===== src/rtl/gcd_pkg.sv =====
package gcd_pkg;

    localparam int ANGLE_FRAC_BITS = 30;
    localparam int CORDIC_STEPS    = 32;
    localparam int AW              = 36;
    localparam int MW              = 36;
    localparam int CCS_W           = 27;
    localparam int RADIUS_W        = 20;
    localparam int DIST_W          = 22;
    localparam int STEP_W          = $clog2(CORDIC_STEPS);
    localparam int MCNT_W          = $clog2(MW + 1);

    localparam logic [63:0] PI_Q60      = 64'h3243F6A8885A308D;
    localparam logic [63:0] RAD_PER_CCS = PI_Q60 / 64'd64800000;
    localparam logic [63:0] GAIN_Q40    = 64'd667681663043;

    typedef logic signed [AW-1:0] ang_t;
    typedef ang_t atan_tbl_t [CORDIC_STEPS];

    localparam ang_t PI_Q = AW'((PI_Q60 + (64'd1 << (59 - ANGLE_FRAC_BITS)))
                                >> (60 - ANGLE_FRAC_BITS));
    localparam ang_t TWO_PI_Q = AW'(PI_Q <<< 1);
    localparam ang_t HALF_PI_Q = AW'((PI_Q60 + (64'd1 << (60 - ANGLE_FRAC_BITS)))
                                     >> (61 - ANGLE_FRAC_BITS));
    localparam ang_t GAIN_Q = AW'((GAIN_Q40 + (64'd1 << (39 - ANGLE_FRAC_BITS)))
                                  >> (40 - ANGLE_FRAC_BITS));
    localparam ang_t ONE_Q = AW'(64'd1 << ANGLE_FRAC_BITS);
    localparam logic [2*MW-1:0] Q_HALF = (2*MW)'(1) << (ANGLE_FRAC_BITS - 1);

    localparam logic MODE_ROTATE = 1'b0;
    localparam logic MODE_VECTOR = 1'b1;

    // shift-subtract quotient of non-negative operands below 2^63
    function automatic longint udiv(input longint num, input longint den);
        longint quo;
        longint rem;
        quo = 0;
        rem = 0;
        for (int b = 62; b >= 0; b--) begin
            rem = (rem <<< 1) | ((num >>> b) & longint'(1));
            if (rem >= den) begin
                rem = rem - den;
                quo = quo | (longint'(1) << b);
            end
        end
        return quo;
    endfunction

    function automatic atan_tbl_t build_atan();
        atan_tbl_t t;
        longint    sum;
        longint    term;
        int        e;
        for (int i = 0; i < CORDIC_STEPS; i++) begin
            sum = 0;
            if (i == 0) begin
                sum = longint'(PI_Q60);
            end else begin
                for (int k = 0; k < 64; k++) begin
                    e = 62 - i * (2 * k + 1);
                    if (e >= 0) begin
                        term = udiv(longint'(1) << e, longint'(2 * k + 1));
                        sum = ((k & 1) == 1) ? sum - term : sum + term;
                    end
                end
            end
            t[i] = AW'((sum + (longint'(1) << (61 - ANGLE_FRAC_BITS)))
                       >>> (62 - ANGLE_FRAC_BITS));
        end
        return t;
    endfunction

    localparam atan_tbl_t ATAN_TBL = build_atan();

endpackage


===== src/rtl/gcd_mul.sv =====
module gcd_mul (
    input  logic                 aclk,
    input  logic                 aresetn,
    input  logic                 go,
    input  logic [gcd_pkg::MW-1:0]   a,
    input  logic [gcd_pkg::MW-1:0]   b,
    output logic                 done,
    output logic [2*gcd_pkg::MW-1:0] p
);

    logic [2*gcd_pkg::MW-1:0]   prod_reg;
    logic [gcd_pkg::MW-1:0]     a_reg;
    logic [gcd_pkg::MCNT_W-1:0] cnt_reg;
    logic                       busy_reg;
    logic                       done_reg;
    logic [gcd_pkg::MW:0]       sum;

    // one multiplier bit per cycle, product shifts right
    assign sum = {1'b0, prod_reg[2*gcd_pkg::MW-1:gcd_pkg::MW]}
               + (prod_reg[0] ? {1'b0, a_reg} : '0);

    always_ff @(posedge aclk) begin
        if (!aresetn) begin
            busy_reg <= 1'b0;
            done_reg <= 1'b0;
            cnt_reg  <= '0;
        end else begin
            done_reg <= 1'b0;
            if (go) begin
                busy_reg <= 1'b1;
                cnt_reg  <= gcd_pkg::MCNT_W'(gcd_pkg::MW);
                a_reg    <= a;
                prod_reg <= {{gcd_pkg::MW{1'b0}}, b};
            end else if (busy_reg) begin
                prod_reg <= {sum, prod_reg[gcd_pkg::MW-1:1]};
                cnt_reg  <= cnt_reg - 1'b1;
                if (cnt_reg == gcd_pkg::MCNT_W'(1)) begin
                    busy_reg <= 1'b0;
                    done_reg <= 1'b1;
                end
            end
        end
    end

    assign done = done_reg;
    assign p    = prod_reg;

endmodule


===== src/rtl/gcd_cordic.sv =====
module gcd_cordic (
    input  logic                aclk,
    input  logic                aresetn,
    input  logic                go,
    input  logic                mode,
    input  gcd_pkg::ang_t       x0,
    input  gcd_pkg::ang_t       y0,
    input  gcd_pkg::ang_t       z0,
    output logic                done,
    output gcd_pkg::ang_t       x,
    output gcd_pkg::ang_t       y,
    output gcd_pkg::ang_t       z
);

    gcd_pkg::ang_t              x_reg, y_reg, z_reg;
    gcd_pkg::ang_t              xs, ys, at;
    logic [gcd_pkg::STEP_W-1:0] i_reg;
    logic                       mode_reg;
    logic                       busy_reg;
    logic                       done_reg;
    logic                       pos;

    assign xs  = x_reg >>> i_reg;
    assign ys  = y_reg >>> i_reg;
    assign at  = gcd_pkg::ATAN_TBL[i_reg];
    assign pos = (mode_reg == gcd_pkg::MODE_ROTATE) ? !z_reg[gcd_pkg::AW-1]
                                                    : !(y_reg > 0);

    always_ff @(posedge aclk) begin
        if (!aresetn) begin
            busy_reg <= 1'b0;
            done_reg <= 1'b0;
            i_reg    <= '0;
        end else begin
            done_reg <= 1'b0;
            if (go) begin
                busy_reg <= 1'b1;
                mode_reg <= mode;
                i_reg    <= '0;
                x_reg    <= x0;
                y_reg    <= y0;
                z_reg    <= z0;
            end else if (busy_reg) begin
                if (pos) begin
                    x_reg <= x_reg - ys;
                    y_reg <= y_reg + xs;
                    z_reg <= z_reg - at;
                end else begin
                    x_reg <= x_reg + ys;
                    y_reg <= y_reg - xs;
                    z_reg <= z_reg + at;
                end
                i_reg <= i_reg + 1'b1;
                if (i_reg == gcd_pkg::STEP_W'(gcd_pkg::CORDIC_STEPS - 1)) begin
                    busy_reg <= 1'b0;
                    done_reg <= 1'b1;
                end
            end
        end
    end

    assign done = done_reg;
    assign x    = x_reg;
    assign y    = y_reg;
    assign z    = z_reg;

endmodule


===== src/rtl/great_circle_distance.sv =====
// A first point is converted to radians and stored, after which s_ready is high again; a
// second point runs through conversion, angle reduction (longer when the longitude difference
// needs it), rotations, products, the square root, a vectoring pass and the radius product,
// and its result waits while a held result is not yet accepted. One item is worked on at a
// time. Built on the shared bit-serial multiplier, the shared CORDIC unit and a square root.
// Synchronous active-low reset clears the stored first point to (0, 0), sets the
// radius to 6371.01 km and empties the result register.
module great_circle_distance (
    input  logic                          aclk,
    input  logic                          aresetn,
    input  logic                          psel,
    input  logic                          penable,
    input  logic                          pwrite,
    input  logic [1:0]                    paddr,
    input  logic [31:0]                   pwdata,
    output logic [31:0]                   prdata,
    output logic                          pready,
    input  logic                          s_valid,
    output logic                          s_ready,
    input  logic [6:0]                    s_lat_degrees,
    input  logic [5:0]                    s_lat_minutes,
    input  logic [12:0]                   s_lat_centiseconds,
    input  logic                          s_lat_south,
    input  logic [7:0]                    s_lon_degrees,
    input  logic [5:0]                    s_lon_minutes,
    input  logic [12:0]                   s_lon_centiseconds,
    input  logic                          s_lon_west,
    input  logic                          s_is_second,
    output logic                          m_valid,
    input  logic                          m_ready,
    output logic [gcd_pkg::DIST_W-1:0]    m_distance_centi_km
);

    localparam int AW  = gcd_pkg::AW;
    localparam int MW  = gcd_pkg::MW;
    localparam int AFB = gcd_pkg::ANGLE_FRAC_BITS;

    localparam logic [3:0] ST_IDLE = 4'd0;
    localparam logic [3:0] ST_CVT  = 4'd1;
    localparam logic [3:0] ST_RED  = 4'd2;
    localparam logic [3:0] ST_ROT  = 4'd3;
    localparam logic [3:0] ST_MUL  = 4'd4;
    localparam logic [3:0] ST_SQRT = 4'd5;
    localparam logic [3:0] ST_VEC  = 4'd6;
    localparam logic [3:0] ST_RAD  = 4'd7;
    localparam logic [3:0] ST_OUT  = 4'd8;

    logic [3:0]                     state_reg;
    logic [1:0]                     sel_reg;
    logic [gcd_pkg::CCS_W-1:0]      ccs_lon_reg;
    logic                           lon_neg_reg;
    logic                           lat_neg_reg;
    logic                           second_reg;
    gcd_pkg::ang_t                  lat_reg, lon_reg;
    gcd_pkg::ang_t                  first_lat_reg, first_lon_reg;
    gcd_pkg::ang_t                  ang_reg;
    logic                           fneg_reg;
    gcd_pkg::ang_t                  s1_reg, c1_reg, s2_reg, c2_reg, cd_reg;
    gcd_pkg::ang_t                  m1_reg, c_reg;
    logic                           pneg_reg;
    logic [gcd_pkg::RADIUS_W-1:0]   radius_reg;
    logic                           m_valid_reg;
    logic [gcd_pkg::DIST_W-1:0]     m_dist_reg;
    logic [63:0]                    rad_reg;
    logic [AW-1:0]                  rem_reg;
    logic [31:0]                    root_reg;
    logic [4:0]                     sq_cnt_reg;

    logic                           mul_go_reg;
    logic [MW-1:0]                  mul_a_reg, mul_b_reg;
    logic                           mul_done;
    logic [2*MW-1:0]                mul_p;
    logic                           cor_go_reg;
    logic                           cor_mode_reg;
    gcd_pkg::ang_t                  cor_x0_reg, cor_y0_reg, cor_z0_reg;
    logic                           cor_done;
    gcd_pkg::ang_t                  cor_x, cor_y, cor_z;

    logic [gcd_pkg::CCS_W-1:0]      ccs_lat, ccs_lon;
    logic [2*MW-1:0]                rnd;
    gcd_pkg::ang_t                  mag, qres, dot, c2v, theta, ang_fold;
    gcd_pkg::ang_t                  rot_s, rot_c;
    logic [AW-1:0]                  rem_sh, trial;
    logic                           fold_neg;

    function automatic logic [MW-1:0] absv(input gcd_pkg::ang_t v);
        return v[AW-1] ? MW'(-v) : MW'(v);
    endfunction

    gcd_mul u_mul (
        .aclk    (aclk),
        .aresetn (aresetn),
        .go      (mul_go_reg),
        .a       (mul_a_reg),
        .b       (mul_b_reg),
        .done    (mul_done),
        .p       (mul_p)
    );

    gcd_cordic u_cordic (
        .aclk    (aclk),
        .aresetn (aresetn),
        .go      (cor_go_reg),
        .mode    (cor_mode_reg),
        .x0      (cor_x0_reg),
        .y0      (cor_y0_reg),
        .z0      (cor_z0_reg),
        .done    (cor_done),
        .x       (cor_x),
        .y       (cor_y),
        .z       (cor_z)
    );

    assign ccs_lat = gcd_pkg::CCS_W'(s_lat_degrees) * gcd_pkg::CCS_W'(360000)
                   + gcd_pkg::CCS_W'(s_lat_minutes) * gcd_pkg::CCS_W'(6000)
                   + gcd_pkg::CCS_W'(s_lat_centiseconds);
    assign ccs_lon = gcd_pkg::CCS_W'(s_lon_degrees) * gcd_pkg::CCS_W'(360000)
                   + gcd_pkg::CCS_W'(s_lon_minutes) * gcd_pkg::CCS_W'(6000)
                   + gcd_pkg::CCS_W'(s_lon_centiseconds);

    assign rnd  = mul_p + gcd_pkg::Q_HALF;
    assign mag  = gcd_pkg::ang_t'(rnd[AFB +: AW]);
    assign qres = pneg_reg ? -mag : mag;
    assign dot  = m1_reg + qres;
    assign c2v  = (qres > gcd_pkg::ONE_Q) ? gcd_pkg::ONE_Q : qres;

    assign theta = cor_z[AW-1] ? '0 : ((cor_z > gcd_pkg::PI_Q) ? gcd_pkg::PI_Q : cor_z);

    assign rot_s = fneg_reg ? -cor_y : cor_y;
    assign rot_c = fneg_reg ? -cor_x : cor_x;

    always_comb begin
        fold_neg = 1'b1;
        if (ang_reg > gcd_pkg::HALF_PI_Q) begin
            ang_fold = ang_reg - gcd_pkg::PI_Q;
        end else if (ang_reg < -gcd_pkg::HALF_PI_Q) begin
            ang_fold = ang_reg + gcd_pkg::PI_Q;
        end else begin
            ang_fold = ang_reg;
            fold_neg = 1'b0;
        end
    end

    assign rem_sh = {rem_reg[AW-3:0], rad_reg[63:62]};
    assign trial  = {{(AW-34){1'b0}}, root_reg, 2'b01};

    always_ff @(posedge aclk) begin
        if (!aresetn) begin
            state_reg     <= ST_IDLE;
            sel_reg       <= '0;
            first_lat_reg <= '0;
            first_lon_reg <= '0;
            radius_reg    <= gcd_pkg::RADIUS_W'(637101);
            m_valid_reg   <= 1'b0;
            mul_go_reg    <= 1'b0;
            cor_go_reg    <= 1'b0;
        end else begin
            mul_go_reg <= 1'b0;
            cor_go_reg <= 1'b0;
            if (psel && penable && pwrite && paddr == 2'd0) begin
                radius_reg <= pwdata[gcd_pkg::RADIUS_W-1:0];
            end
            if (state_reg == ST_OUT && (!m_valid_reg || m_ready)) begin
                m_valid_reg <= 1'b1;
            end else if (m_ready) begin
                m_valid_reg <= 1'b0;
            end
            unique case (state_reg)
                ST_IDLE: begin
                    if (s_valid) begin
                        ccs_lon_reg <= ccs_lon;
                        lat_neg_reg <= s_lat_south;
                        lon_neg_reg <= s_lon_west;
                        second_reg  <= s_is_second;
                        mul_a_reg   <= MW'(ccs_lat);
                        mul_b_reg   <= MW'(gcd_pkg::RAD_PER_CCS);
                        mul_go_reg  <= 1'b1;
                        sel_reg     <= 2'd0;
                        state_reg   <= ST_CVT;
                    end
                end
                ST_CVT: begin
                    if (mul_done) begin
                        if (sel_reg == 2'd0) begin
                            lat_reg    <= lat_neg_reg ? -mag : mag;
                            mul_a_reg  <= MW'(ccs_lon_reg);
                            mul_go_reg <= 1'b1;
                            sel_reg    <= 2'd1;
                        end else if (!second_reg) begin
                            first_lat_reg <= lat_reg;
                            first_lon_reg <= lon_neg_reg ? -mag : mag;
                            state_reg     <= ST_IDLE;
                        end else begin
                            lon_reg   <= lon_neg_reg ? -mag : mag;
                            ang_reg   <= first_lat_reg;
                            sel_reg   <= 2'd0;
                            state_reg <= ST_RED;
                        end
                    end
                end
                ST_RED: begin
                    if (ang_reg > gcd_pkg::PI_Q) begin
                        ang_reg <= ang_reg - gcd_pkg::TWO_PI_Q;
                    end else if (ang_reg <= -gcd_pkg::PI_Q) begin
                        ang_reg <= ang_reg + gcd_pkg::TWO_PI_Q;
                    end else begin
                        fneg_reg     <= fold_neg;
                        cor_x0_reg   <= gcd_pkg::GAIN_Q;
                        cor_y0_reg   <= '0;
                        cor_z0_reg   <= ang_fold;
                        cor_mode_reg <= gcd_pkg::MODE_ROTATE;
                        cor_go_reg   <= 1'b1;
                        state_reg    <= ST_ROT;
                    end
                end
                ST_ROT: begin
                    if (cor_done) begin
                        unique case (sel_reg)
                            2'd0: begin
                                s1_reg    <= rot_s;
                                c1_reg    <= rot_c;
                                ang_reg   <= lat_reg;
                                sel_reg   <= 2'd1;
                                state_reg <= ST_RED;
                            end
                            2'd1: begin
                                s2_reg    <= rot_s;
                                c2_reg    <= rot_c;
                                ang_reg   <= first_lon_reg - lon_reg;
                                sel_reg   <= 2'd2;
                                state_reg <= ST_RED;
                            end
                            default: begin
                                cd_reg     <= rot_c;
                                mul_a_reg  <= absv(s1_reg);
                                mul_b_reg  <= absv(s2_reg);
                                pneg_reg   <= s1_reg[AW-1] ^ s2_reg[AW-1];
                                mul_go_reg <= 1'b1;
                                sel_reg    <= 2'd0;
                                state_reg  <= ST_MUL;
                            end
                        endcase
                    end
                end
                ST_MUL: begin
                    if (mul_done) begin
                        unique case (sel_reg)
                            2'd0: begin
                                m1_reg     <= qres;
                                mul_a_reg  <= absv(c1_reg);
                                mul_b_reg  <= absv(c2_reg);
                                pneg_reg   <= c1_reg[AW-1] ^ c2_reg[AW-1];
                                mul_go_reg <= 1'b1;
                                sel_reg    <= 2'd1;
                            end
                            2'd1: begin
                                mul_a_reg  <= absv(qres);
                                mul_b_reg  <= absv(cd_reg);
                                pneg_reg   <= qres[AW-1] ^ cd_reg[AW-1];
                                mul_go_reg <= 1'b1;
                                sel_reg    <= 2'd2;
                            end
                            2'd2: begin
                                priority if (dot > gcd_pkg::ONE_Q) begin
                                    c_reg     <= gcd_pkg::ONE_Q;
                                    mul_a_reg <= absv(gcd_pkg::ONE_Q);
                                    mul_b_reg <= absv(gcd_pkg::ONE_Q);
                                end else if (dot < -gcd_pkg::ONE_Q) begin
                                    c_reg     <= -gcd_pkg::ONE_Q;
                                    mul_a_reg <= absv(gcd_pkg::ONE_Q);
                                    mul_b_reg <= absv(gcd_pkg::ONE_Q);
                                end else begin
                                    c_reg     <= dot;
                                    mul_a_reg <= absv(dot);
                                    mul_b_reg <= absv(dot);
                                end
                                pneg_reg   <= 1'b0;
                                mul_go_reg <= 1'b1;
                                sel_reg    <= 2'd3;
                            end
                            default: begin
                                rad_reg    <= 64'(gcd_pkg::ONE_Q - c2v) << AFB;
                                rem_reg    <= '0;
                                root_reg   <= '0;
                                sq_cnt_reg <= '0;
                                state_reg  <= ST_SQRT;
                            end
                        endcase
                    end
                end
                ST_SQRT: begin
                    rad_reg    <= {rad_reg[61:0], 2'b00};
                    sq_cnt_reg <= sq_cnt_reg + 1'b1;
                    if (rem_sh >= trial) begin
                        rem_reg  <= rem_sh - trial;
                        root_reg <= {root_reg[30:0], 1'b1};
                    end else begin
                        rem_reg  <= rem_sh;
                        root_reg <= {root_reg[30:0], 1'b0};
                    end
                    if (sq_cnt_reg == 5'd31) begin
                        state_reg <= ST_VEC;
                        sel_reg   <= 2'd0;
                    end
                end
                ST_VEC: begin
                    if (sel_reg == 2'd0) begin
                        if (c_reg[AW-1]) begin
                            cor_x0_reg <= gcd_pkg::ang_t'({{(AW-32){1'b0}}, root_reg});
                            cor_y0_reg <= -c_reg;
                            cor_z0_reg <= gcd_pkg::HALF_PI_Q;
                        end else begin
                            cor_x0_reg <= c_reg;
                            cor_y0_reg <= gcd_pkg::ang_t'({{(AW-32){1'b0}}, root_reg});
                            cor_z0_reg <= '0;
                        end
                        cor_mode_reg <= gcd_pkg::MODE_VECTOR;
                        cor_go_reg   <= 1'b1;
                        sel_reg      <= 2'd1;
                    end else if (cor_done) begin
                        mul_a_reg  <= MW'(theta);
                        mul_b_reg  <= MW'(radius_reg);
                        pneg_reg   <= 1'b0;
                        mul_go_reg <= 1'b1;
                        state_reg  <= ST_RAD;
                    end
                end
                ST_RAD: begin
                    if (mul_done) begin
                        state_reg <= ST_OUT;
                    end
                end
                ST_OUT: begin
                    // product stays in the multiplier until the output slot frees up
                    if (!m_valid_reg || m_ready) begin
                        m_dist_reg <= rnd[AFB +: gcd_pkg::DIST_W];
                        state_reg  <= ST_IDLE;
                    end
                end
                default: begin
                    state_reg <= ST_IDLE;
                end
            endcase
        end
    end

    assign s_ready             = (state_reg == ST_IDLE);
    assign m_valid             = m_valid_reg;
    assign m_distance_centi_km = m_dist_reg;
    assign pready              = 1'b1;
    assign prdata              = (paddr == 2'd0) ? 32'(radius_reg) : 32'd0;

endmodule

===== config.mk =====
export PLATFORM = sky130hd
export DESIGN_NAME = great_circle_distance
export DESIGN_NICKNAME = d
export VERILOG_FILES = /design/src/rtl/gcd_pkg.sv /design/src/rtl/gcd_mul.sv /design/src/rtl/gcd_cordic.sv /design/src/rtl/great_circle_distance.sv
export SDC_FILE = /design/constraint.sdc
export NUM_CORES = 2
export LEC_CHECK = 0
export ABC_CLOCK_PERIOD_IN_PS = 21500
export BUFFER_PORTS_ARGS = -buffer_cell sky130_fd_sc_hd__buf_4
export CAP_MARGIN = 20
export CORE_AREA = 3 3 340 409
export DETAILED_ROUTE_END_ITERATION = 16
export DIE_AREA = 0 0 343 412
export GPL_ROUTABILITY_DRIVEN = 0
export PLACE_DENSITY = 0.76
export SLEW_MARGIN = 15
export SYNTH_ARGS = -nofsm -noshare
export SYNTH_HDL_FRONTEND = slang
export SYNTH_SLANG_ARGS = --single-unit

===== constraint.sdc =====
create_clock -name aclk -period 21.5 [get_ports aclk]
set_input_delay 4.3 -clock aclk [delete_from_list [all_inputs] [get_ports aclk]]
set_output_delay 4.3 -clock aclk [all_outputs]
set_load 0.03 [all_outputs]

==> results.env <==
SYNTH.CELLS.MOST_FREQUENT='edfxtp_1 (916), nand2_1 (906), nor2_1 (617)'
WORST-R2R-SETUP-SLACK_NS=10.90
GRT_PASS1_WL_MM=387
CRIT_PATH_START_KIND='register'
MAXIMUM_NUMBER_OF_PINS_ON_ONE_NET_BEFORE_GLOBAL_ROUTE_REPAIR=90
STD_CELL_ROWS=148
VIAS_PER_INST=6.65
H-TREE-DEPTH=3
MAX_REG_FLOPS=72
POSTSYNTHREGISTERBITS=1032
DETAILEDPLACEMENTHPWL_MM=197
MULTI_INPUT_AREA_SQ_UM=47800
GRT_SETUP_UNREPAIRED='no'
SYNTH_CELL_TYPES=113
ROOT_BUFFER='clkbuf_16'
ROUTE.ANTENNA.REMAINING_NETS=0
ROUTEDWLPERCELL_UM=25.0
GRT_USE_TOTAL_PCT=35.9
FLOW.AREA_GROWTH_FROM_SYNTHESIS_PCT=7.57
MAXCAPVIOLATIONS=0
FINALSETUPVIOLCOUNT=0
YOSYSMOSTFREQUENTCELL='edfxtp_1'
SLEW-LIMIT-HEADROOM_PCT=16.3
SETUP_TOTAL_NEGATIVE_SLACK_NS=0
CTS.SINKS=1032
CTS_SETUP_BUFFERS=0
REPORT.FINAL.HOLD_VIOL_COUNT=0
TOP_LEVEL_PORTS=154
CLK_PIN_SLEW_WORST_PATHS_NS=0.06
SYNTH_AREA_IN_COMPOUND_GATES_PCT=17.3
SYNTHESIS.INSTANCES=8588
YOSYSSEQAREASHARE_PCT=36.9
DRT-PASS1-ITER-COUNT=9
HOLD_BUFFERS=0
DR_TOTAL_VIAS=69200
LAYOUTNONFILLERINSTCOUNT=10400
NUMBER_OF_SYNTHESIZED_FLOPS_WITH_AN_ENABLE_PIN=916
YOSYS.AREA.TOP_TYPE='edfxtp_1'
POST_ROUTE_CELLS_DRIVE_ABOVE_1_SHARE_PCT=8.77
PLACE.DETAILED.INSTANCES=10200
CLKLATENCYLATEPIN_NS=0.75
YOSYS-TOP-CELLS-AREA='edfxtp_1 (34%), ha_1 (7.8%), xnor2_1 (6.5%)'
MEAN_INSTANCE_SIZE_IN_THE_SYNTHESIZED_NETLIST_SQ_UM=9.42
CTSRESIZECOUNT=0
DIEWIDTH_UM=343
DIE_AREA_SQ_UM=141000
PEAK_FANOUT_ALONG_THE_CRITICAL_PATH=30
YOSYS.AREA_SHARE.SIMPLE_PCT=15.8
ANTENNA_FOUND_INITIAL=13
INITIAL_CORE_UTIL_PCT=59.7
SYNTHDOMINANTCELLAREASHARE_PCT=34.0
SETUP.WORST_PATH.END_CLASS='register'
YOSYS-MUX-AREA-FRACTION_PCT=5.41
SYNTH-WARNING-COUNT=0
DIE_HEIGHT_UM=412
YOSYS.AREA_SHARE.XOR_XNOR_PCT=9.89
NUM-NETS-FINAL=9207
ASYNC_RESET_FF_SHARE_PCT=0
SYNTH.CELL_AREA_SQ_UM=80900
FIN_TOTAL_PWR_uW=9080
BUFFER_PORTS.INSERTED=128
FINALMAXSLEWVIOLATIONS=0
COMBINATIONAL_FAMILY_WITH_THE_MOST_AREA_AFTER_SYNTHESIS='compound AO/OA/AOI/OAI gates'
SYNTH_FLOP_CELL='edfxtp_1'
HOLD_CLASS='register to register'
TRITONCTS_CLOCK_TREE='built'
POWER_DENSITY_nW_PER_UM2=104
CORE_SQ_UM=136000
FIN_WORST_SKEW_NS=0.0417
GRT_REMAINING_OVERFLOW=0
FINAL_PERIOD_MINUS_WORST_SETUP_SLACK_NS=10.60
LAYOUT.AREA.SEQ_SQ_UM=29800
OUTCOME='completed'
ROUTE.FINAL.WIRE_LENGTH_MM=260
NFILLCELLS=10900
FINAL_UTIL_PCT=64.2
WORST-ENDPOINT-REQUIRED_NS=22.09
FINALCRITPERIODSHARE_PCT=49.3
MAX-VDD-IR-DROP_uV=139
NUMCTSBUFFERS=107
CRITICALPATHCATEGORY='register to register'
TIMING.FMAX_GHz=0.0944
NUMBER_OF_GLOBAL_ROUTE_VIAS_BEFORE_REPAIR=65500
WORST_MAX_SLEW_PIN_SLEW_NS=1.25
DRC_ERRORS=0
INITIALDRTVIOLATIONCOUNT=9133
CELLLEAKAGEPOWER_uW=0.0329
CRIT_ARRIVAL_NS=11.19
POST_SYNTH_FA_HA_MAJ_AREA_FRACTION_PCT=10.4
CLOCK_PATH_BUFFERS=3
[kinds of logic (layout without fill, tap and decap cells)]
kind of cell,count (synthesis),in the layout
AO/OA/AOI/OAI,2175,2175
flip-flops,1032,1032
AND/OR/NAND/NOR,2656,2656
XOR/XNOR,904,904
other,2,23
adder cells (fa/ha/maj),609,609
buffers and inverters,891,885
multiplexers,319,319
[metal layers]
metal	vias to the layer above	share of wire [%]	global-route usage (%)
met5	-	0.0050	0.104
met4	2	9.8	29.2
met3	1019	11	7.40
met2	4228	45	56.6
met1	32800	35	42.5
li1	31100	-	-
[critical path, stage by stage, from the launching register on]
cell,delay (ns)
edfxtp_1,0.59
nand4_1,0.68
nor4_1,0.64
xnor2_2,0.21
inv_1,0.34
nor4_4,0.67
o2111ai_4,0.33
o21ai_1,0.24
xor2_1,0.47
inv_1,0.29
ha_1,0.41
or2_2,0.33
a21o_1,0.20
nand4_1,0.14
nor3_1,0.07
nor3_1,0.40
a21oi_1,0.21
a31oi_1,0.35
xnor2_1,0.25
and3_1,0.22
nand4_1,0.10
ha_1,0.45
nand2b_1,0.30
o22ai_4,0.48
buf_4,0.47
o21ai_0,0.39
a31oi_1,0.99
a2bb2oi_1,0.20
[cells in the final DEF (no fill, tap or decap), drive strengths merged, types with 77 or more instances in the layout]
master / n
xor2: 294
o31ai: 119
ha: 502
fa: 107
mux2: 94
nand2b: 89
and2: 120
or3: 99
a21o: 169
edfxtp: 916
and3: 89
nand2: 906
xnor2: 608
a31oi: 98
nor3: 191
nand3: 177
inv: 443
nor2: 618
buf: 239
mux2i: 140
dfxtp: 116
a21boi: 77
clkbuf: 138
mux4: 85
o21ai: 616
a21oi: 494
[per-stage QoR]
step,instance area [sq um],hold WS (ns),setup slack (ns)
after floorplan,80900,0.400,9.29
after global placement,83400,0.402,10.96
after detailed placement,83400,0.405,10.89
after CTS,87000,0.395,11.55
after global routing,87000,0.405,10.60
final,87000,0.408,10.90
[path summary, 6_finish.rpt]
kind | from | endpoint | cells past startpoint
max reg2reg | u_mul.p[29] | mul_a_reg[24] | 27
min reg2reg | mul_a_reg[5] | u_mul.a_reg[5] | 0
max | u_mul.p[29] | mul_a_reg[24] | 27
min | mul_a_reg[5] | u_mul.a_reg[5] | 0
[final cells by class]
type | count | area share, %
diodes | 10 | 0.0288
multi-input cells | 6676 | 55.0
clock buffers | 138 | 3.40
flip-flops and latches | 1032 | 34.3
inverters | 445 | 1.92
clock inverters | 63 | 0.725
well taps | 1800 | 2.59
repair buffers | 239 | 2.08
[power by group]
group          switching, uW  leakage [uW]  internal (uW)
Clock                    857       0.00175           1090
Combinational           2790        0.0220           1630
Sequential               160       0.00910           2560
Power figures use the tool's default switching activity.
